**config.mk**
```make
export PLATFORM = sky130hd
export DESIGN_NAME = gls_ctrl
export DESIGN_NICKNAME = d
export VERILOG_FILES = /design/src/hdl/gls_pkg.sv /design/src/hdl/gls_ctrl.sv
export SDC_FILE = /design/constraint.sdc
export NUM_CORES = 1
export LEC_CHECK = 0
export ABC_AREA = 1
export ABC_CLOCK_PERIOD_IN_PS = 5600
export BUFFER_PORTS_ARGS = -buffer_cell sky130_fd_sc_hd__buf_4
export CORE_ASPECT_RATIO = 1.5
export CORE_UTILIZATION = 60
export CTS_CLUSTER_SIZE = 40
export DETAILED_ROUTE_END_ITERATION = 7
export PLACE_DENSITY = 0.84
export SYNTH_ARGS = -nofsm -noshare
export SYNTH_HDL_FRONTEND = slang
export SYNTH_SLANG_ARGS = --single-unit
```
**constraint.sdc**
```tcl
create_clock -name clk -period 5.6 [get_ports clk]
set_input_delay 1.68 -clock clk [delete_from_list [all_inputs] [get_ports clk]]
set_output_delay 1.68 -clock clk [all_outputs]
set_load 0.02 [all_outputs]
```
**src/hdl/gls_pkg.sv**
```systemverilog
// ----------------------------------------------------------------------------
// gls_pkg
// Shared types and constants of the fixed-point Gaussian elimination solver.
// ----------------------------------------------------------------------------
package gls_pkg;

    localparam int MAX_ORDER_DEF = 8;
    localparam int FRAC_BITS_DEF = 16;
    localparam int DATA_W        = 32;

    localparam logic [3:0] ORDER_RESET = 4'd8;

    localparam logic [1:0] STATUS_OK        = 2'd0;
    localparam logic [1:0] STATUS_SINGULAR  = 2'd1;
    localparam logic [1:0] STATUS_SATURATED = 2'd2;

    // Datapath operations issued by the controller
    typedef enum logic [3:0] {
        OP_COPY,
        OP_PIV,
        OP_FACT,
        OP_ELIM,
        OP_NORM,
        OP_BINIT,
        OP_BSUB,
        OP_BSTORE,
        OP_EMIT
    } op_t;

    typedef enum logic [3:0] {
        ST_IDLE,
        ST_COPY,
        ST_PIV,
        ST_FACT,
        ST_ELIM,
        ST_NORM,
        ST_BINIT,
        ST_BSUB,
        ST_BSTORE,
        ST_EMIT
    } ctrl_state_t;

    typedef enum logic [1:0] {
        DP_IDLE,
        DP_READ,
        DP_MUL,
        DP_DIV
    } dp_state_t;

    typedef struct packed {
        logic load;    // store the accepted load transaction
        logic clr;     // clear solve status
        logic start;   // begin operation op
        op_t  op;
    } cmd_t;

    typedef struct packed {
        logic done;      // operation finished this cycle
        logic piv_zero;  // with done of OP_PIV: pivot is zero
    } sts_t;

endpackage

```
**src/hdl/gls_ctrl.sv**
```systemverilog
// ----------------------------------------------------------------------------
// gls_ctrl
// Solve sequencer: copy, elimination loops, back substitution and emission.
// Issues one datapath operation at a time and advances on its completion.
// ----------------------------------------------------------------------------
module gls_ctrl
    import gls_pkg::*;
#(
    parameter int MAX_ORDER = MAX_ORDER_DEF,
    parameter int CW        = $clog2(MAX_ORDER + 1),
    parameter int AW        = $clog2(MAX_ORDER * (MAX_ORDER + 1))
)
(
    input  logic          clk,
    input  logic          rst_n,
    input  logic          cfg_write_en,
    input  logic [3:0]    cfg_write_data,
    input  logic          in_valid,
    input  logic          start_solve,
    output logic          in_ready,
    output cmd_t          cmd,
    input  sts_t          sts,
    output logic [CW-1:0] idx_i,
    output logic [CW-1:0] idx_r,
    output logic [CW-1:0] idx_k,
    output logic [AW-1:0] cpy_addr,
    output logic [CW-1:0] n_eff
);

    localparam logic [CW-1:0] COL_B     = CW'(MAX_ORDER);
    localparam logic [AW-1:0] LAST_ADDR = AW'(MAX_ORDER * (MAX_ORDER + 1) - 1);

    ctrl_state_t   state_reg, state_next;
    logic          pend_reg, pend_next;
    logic [3:0]    order_reg;
    logic [CW-1:0] i_reg, i_next;
    logic [CW-1:0] r_reg, r_next;
    logic [CW-1:0] k_reg, k_next;
    logic [AW-1:0] a_reg, a_next;

    // true when c + 1 is still below n
    function automatic logic more(input logic [CW-1:0] c, input logic [CW-1:0] nn);
        more = (({1'b0, c} + (CW+1)'(1)) < {1'b0, nn});
    endfunction

    // column after c: next matrix column, then the right-hand side
    function automatic logic [CW-1:0] next_col(input logic [CW-1:0] c,
                                              input logic [CW-1:0] nn);
        next_col = more(c, nn) ? (c + 1'b1) : COL_B;
    endfunction

    always_comb
    begin
        if (order_reg == '0)
            n_eff = CW'(1);
        else if (int'(order_reg) > MAX_ORDER)
            n_eff = CW'(MAX_ORDER);
        else
            n_eff = CW'(order_reg);
    end

    always_comb
    begin
        state_next = state_reg;
        pend_next  = pend_reg;
        i_next     = i_reg;
        r_next     = r_reg;
        k_next     = k_reg;
        a_next     = a_reg;
        in_ready   = (state_reg == ST_IDLE);
        cmd        = '0;
        cmd.op     = OP_COPY;
        case (state_reg)
            ST_PIV:    cmd.op = OP_PIV;
            ST_FACT:   cmd.op = OP_FACT;
            ST_ELIM:   cmd.op = OP_ELIM;
            ST_NORM:   cmd.op = OP_NORM;
            ST_BINIT:  cmd.op = OP_BINIT;
            ST_BSUB:   cmd.op = OP_BSUB;
            ST_BSTORE: cmd.op = OP_BSTORE;
            ST_EMIT:   cmd.op = OP_EMIT;
            default:   cmd.op = OP_COPY;
        endcase
        cmd.load = in_valid && in_ready;

        if (state_reg == ST_IDLE)
        begin
            if (in_valid && start_solve)
            begin
                cmd.clr    = 1'b1;
                a_next     = '0;
                pend_next  = 1'b0;
                state_next = ST_COPY;
            end
        end
        else if (!pend_reg)
        begin
            cmd.start = 1'b1;
            pend_next = 1'b1;
        end
        else if (sts.done)
        begin
            pend_next = 1'b0;
            case (state_reg)
                ST_COPY:
                begin
                    if (a_reg == LAST_ADDR)
                    begin
                        i_next     = '0;
                        state_next = ST_PIV;
                    end
                    else
                        a_next = a_reg + 1'b1;
                end
                ST_PIV:
                begin
                    if (sts.piv_zero)
                    begin
                        r_next     = '0;
                        state_next = ST_EMIT;
                    end
                    else if (more(i_reg, n_eff))
                    begin
                        r_next     = i_reg + 1'b1;
                        state_next = ST_FACT;
                    end
                    else
                    begin
                        k_next     = COL_B;
                        state_next = ST_NORM;
                    end
                end
                ST_FACT:
                begin
                    if (more(r_reg, n_eff))
                        r_next = r_reg + 1'b1;
                    else
                    begin
                        r_next     = i_reg + 1'b1;
                        k_next     = next_col(i_reg, n_eff);
                        state_next = ST_ELIM;
                    end
                end
                ST_ELIM:
                begin
                    if (k_reg != COL_B)
                        k_next = next_col(k_reg, n_eff);
                    else
                    begin
                        k_next = next_col(i_reg, n_eff);
                        if (more(r_reg, n_eff))
                            r_next = r_reg + 1'b1;
                        else
                            state_next = ST_NORM;
                    end
                end
                ST_NORM:
                begin
                    if (k_reg != COL_B)
                        k_next = next_col(k_reg, n_eff);
                    else if (more(i_reg, n_eff))
                    begin
                        i_next     = i_reg + 1'b1;
                        state_next = ST_PIV;
                    end
                    else
                        state_next = ST_BINIT;
                end
                ST_BINIT:
                begin
                    if (more(i_reg, n_eff))
                    begin
                        k_next     = n_eff - 1'b1;
                        state_next = ST_BSUB;
                    end
                    else
                        state_next = ST_BSTORE;
                end
                ST_BSUB:
                begin
                    if (k_reg == i_reg + 1'b1)
                        state_next = ST_BSTORE;
                    else
                        k_next = k_reg - 1'b1;
                end
                ST_BSTORE:
                begin
                    if (i_reg == '0)
                    begin
                        r_next     = '0;
                        state_next = ST_EMIT;
                    end
                    else
                    begin
                        i_next     = i_reg - 1'b1;
                        state_next = ST_BINIT;
                    end
                end
                ST_EMIT:
                begin
                    if (more(r_reg, n_eff))
                        r_next = r_reg + 1'b1;
                    else
                        state_next = ST_IDLE;
                end
                default: state_next = ST_IDLE;
            endcase
        end
    end

    always_ff @(posedge clk or negedge rst_n)
    begin
        if (!rst_n)
        begin
            state_reg <= ST_IDLE;
            pend_reg  <= 1'b0;
            order_reg <= ORDER_RESET;
        end
        else
        begin
            state_reg <= state_next;
            pend_reg  <= pend_next;
            if (cfg_write_en)
                order_reg <= cfg_write_data;
        end
    end

    always_ff @(posedge clk)
    begin
        i_reg <= i_next;
        r_reg <= r_next;
        k_reg <= k_next;
        a_reg <= a_next;
    end

    assign idx_i    = i_reg;
    assign idx_r    = r_reg;
    assign idx_k    = k_reg;
    assign cpy_addr = a_reg;

endmodule
```
==> results by group <==
Synthesis
  • Post-synthesis simple-gate area fraction: about 34%
  • Asr flop ratio synth: 32.1%
  • Post-Synth XOR/XNOR Area: 1.40%
  • Top cells by count, synth: nand2_1, inv_1, nand3_1
  • Yosys warns: 0
  • Seq/Total Area, Yosys: between 30% and 40%
  • Top cell type's share of synthesized area: 22.7%
  • Synth Area in Compound Gates: approximately an eighth
  • Adder-Cell Fraction of Synth Area: 9.97%
  • Top cells by area, synth: edfxtp_1, nand2_1, ha_1, inv_1, dfrtp_1
  • Mux contribution to synthesized area: 0%
  • Register bit total from synthesis: 28
  • Mapped Area: 2510 µm²
  • Post-synth top flop: edfxtp_1
  • Synthesized instance count: approximately 370
  • Mapped Nets: between 300 and 400
  • Syn Area/Cell: between 6 and 7 µm²
  • Number of synthesized flops with an enable pin: 19
  • Largest family of logic cells by synthesized area: simple AND/OR/NAND/NOR gates
  • Yosys top cell by area: edfxtp_1
  • Most frequent cell after synthesis: nand2_1
  • Post-synth cell types: 37

Die
  • Die X-Extent: 54.8 µm
  • Die H: 81.2 µm
  • Rows: 28
  • Core area: 3960 µm²
  • IO Pins: 42
  • Die Area: 4450 µm²
  • Starting Density: a little under two thirds

Placed design
  • Pre-CTS setup slack: 1.78 ns
  • Placed Cells: 446
  • Hpwl dp: 5200 µm
  • Port buffer count: 41
  • Placer congestion estimate: around 0.91

Clock tree
  • Clk buf depth: 2
  • CTS tree: yes
  • Clk Latency, worst-skew pair: 0.28 ns
  • # H-tree levels: 1
  • Clock transition at the registers of the reported paths: 0.10 ns
  • Gates resized, CTS repair: 0
  • Root Buffer: clkbuf_8
  • CTS Buf Count: 3
  • Total clock sinks: 28
  • # Post-CTS Setup Buffers: 0
  • CTS hold repair buffers: 0

STA
  • Final Skew: 0.00203 ns
  • Period utilization: around two thirds
  • Final setup fails: 0
  • Hold_ws: 0.546 ns
  • Peak Freq: 261 MHz
  • Final WS setup: 1.76 ns
  • Post-layout min period: 3.84 ns
  • Final hold viol count: 0
  • Final Max Slew Viols: 0
  • Relative slew slack: 56.4%
  • Worst Tran Pin Value: 0.647 ns
  • RSZ-0062 raised after global routing: no
  • Setup TNS Final: 0 ns

Setup path
  • Critical Path RT: 3.92 ns
  • Most common cell on crit path: buf_4
  • Critical path arrival: 2.16 ns
  • Slack of the worst reg-to-reg path: around 2.7 ns
  • Worst Reg-to-Reg Cells: 11
  • Crit end category: output pin
  • CP Cell Sequence: buf_4, nand2_1, nor2_1, buf_4
  • Highest-delay cell along the critical path: buf_4
  • Critical path type: input port to output pin
  • CP max stage delay: 0.17 ns
  • Critical Path Source Type: input port
  • RR Endpoint: idx_r[1]
  • CP max FO: 3
  • Worst reg2reg startpoint: idx_i[0]

Layout
  • Max FFs per register: 7
  • Layout cells sized above 1: 14.6%
  • Inserted Diodes: 0
  • Finished Core Util: 73.0%
  • Layout Nets: 437
  • Area delta synth->final: 15.2%
  • Fin cells: 450

Min path
  • WHS Endpoint: order_reg[0]
  • Hold Path Origin: order_reg[0]
  • Hold Crit Depth: 2
  • Hold Path Class: register to register

Routing
  • DRC: 0
  • TritonRoute pass-1 iters: 7
  • Wire per inst: 14.2 µm
  • Post-route ant nets: 0
  • Vias per cell: around 5.8
  • Via count: 2,602
  • Iter 0 DRT Violations: 115
  • WL final: 6400 µm

Global route
  • Largest net degree at the start of global routing: 16
  • Initial antenna violation count: 0
  • Total Routing Usage GR: a little under a third
  • First-pass GRT wire length: 10,400 µm
  • Vias in the first global route: 2,408
  • Congestion Overflow GR: 0

Flow run
  • Number of max-cap violations: 0

Power
  • Peak VDD IR: 0.000302 V
  • Pwr dens: 383 nW/µm²
  • Static leakage: 1.56 nW

Outcome
  • Outcome: completed
layout make-up:
cell class / instances / area, µm²
sequential: 28 / 797
clock inverter: 1 / 3.75
tap: 45 / 56.3
timing repair buffer: 41 / 308
multi-input combinational: 265 / 1430
inverter: 67 / 251
clock buffer: 3 / 41.3
fill: 337 / 1070
layer usage:
layer  up-vias  share of wire [%]  track usage, %
met3        28                4.7            5.06
met5         -                  0               0
met4         0                4.3            15.1
met1      1193                 39            35.0
li1       1282                  -               -
met2        99                 52            55.8
cells by family (layout without fill, tap and decap cells):
logic type,Yosys count,after routing
simple gates,191,191
buf+inv,72,112
compound gates,50,50
flops,28,28
fa+ha+maj,20,20
xor+xnor,4,4
power by group:
group          internal, mW  switching [mW]  total (mW)
clock                0.0494          0.0665       0.116
sequential            0.287          0.0446       0.331
combinational         0.229           0.431       0.659
total                 0.564           0.542        1.11
worst max path at each step:
stage,end,start,cells after the start,slack [ns]
after floorplan,cmd[5],in_valid,2,1.84
after global placement,cmd[5],in_valid,4,1.78
after detailed placement,cmd[5],in_valid,4,1.78
after CTS,cmd[5],in_valid,4,1.76
after global routing,cmd[5],in_valid,4,1.70
final,cmd[5],in_valid,4,1.76
critical path: cells and delay by family:
kind                   cells  cell delay [ns]
AND/OR/NAND/NOR            2             0.23
buffers and inverters      2             0.25
layout by cell type, fill, tap and decap left out:
cell       n
a211oi_1   1
dfstp_2    1
nor3_1     7
clkinv_1   1
a21boi_0   1
nor2_4     1
o21ai_2    1
and3_1     2
a31o_2     1
nand2_1   89
nand4_1    9
nor2_1    33
o21ai_0   17
ha_1      20
dfrtp_1    8
o21ai_1    2
o32ai_1    1
o22ai_1    1
o31ai_1    1
o211ai_1   7
nor4_1     2
nand3_1   38
inv_1     64
buf_4     41
edfxtp_1  19
nand2_4    2
o21bai_1   2
xor2_1     4
o221ai_1   1
a21oi_1   12
nand2_2    4
nor3b_1    1
clkbuf_8   3
a31oi_1    2
inv_2      3
or2_1      1
nor2_2     2
through the flow:
| stage | power, mW | cell area, µm² |
|---|---|---|
| 2_1_floorplan | 0.798 | 2510 |
| 3_3_place_gp | 0.974 | 2850 |
| 3_5_place_dp | 0.987 | 2850 |
| 4_1_cts | 1.10 | 2890 |
| 5_1_grt | 1.20 | 2890 |
| 6_report | 1.11 | 2890 |
No activity file was read; power rests on OpenSTA's default activity.
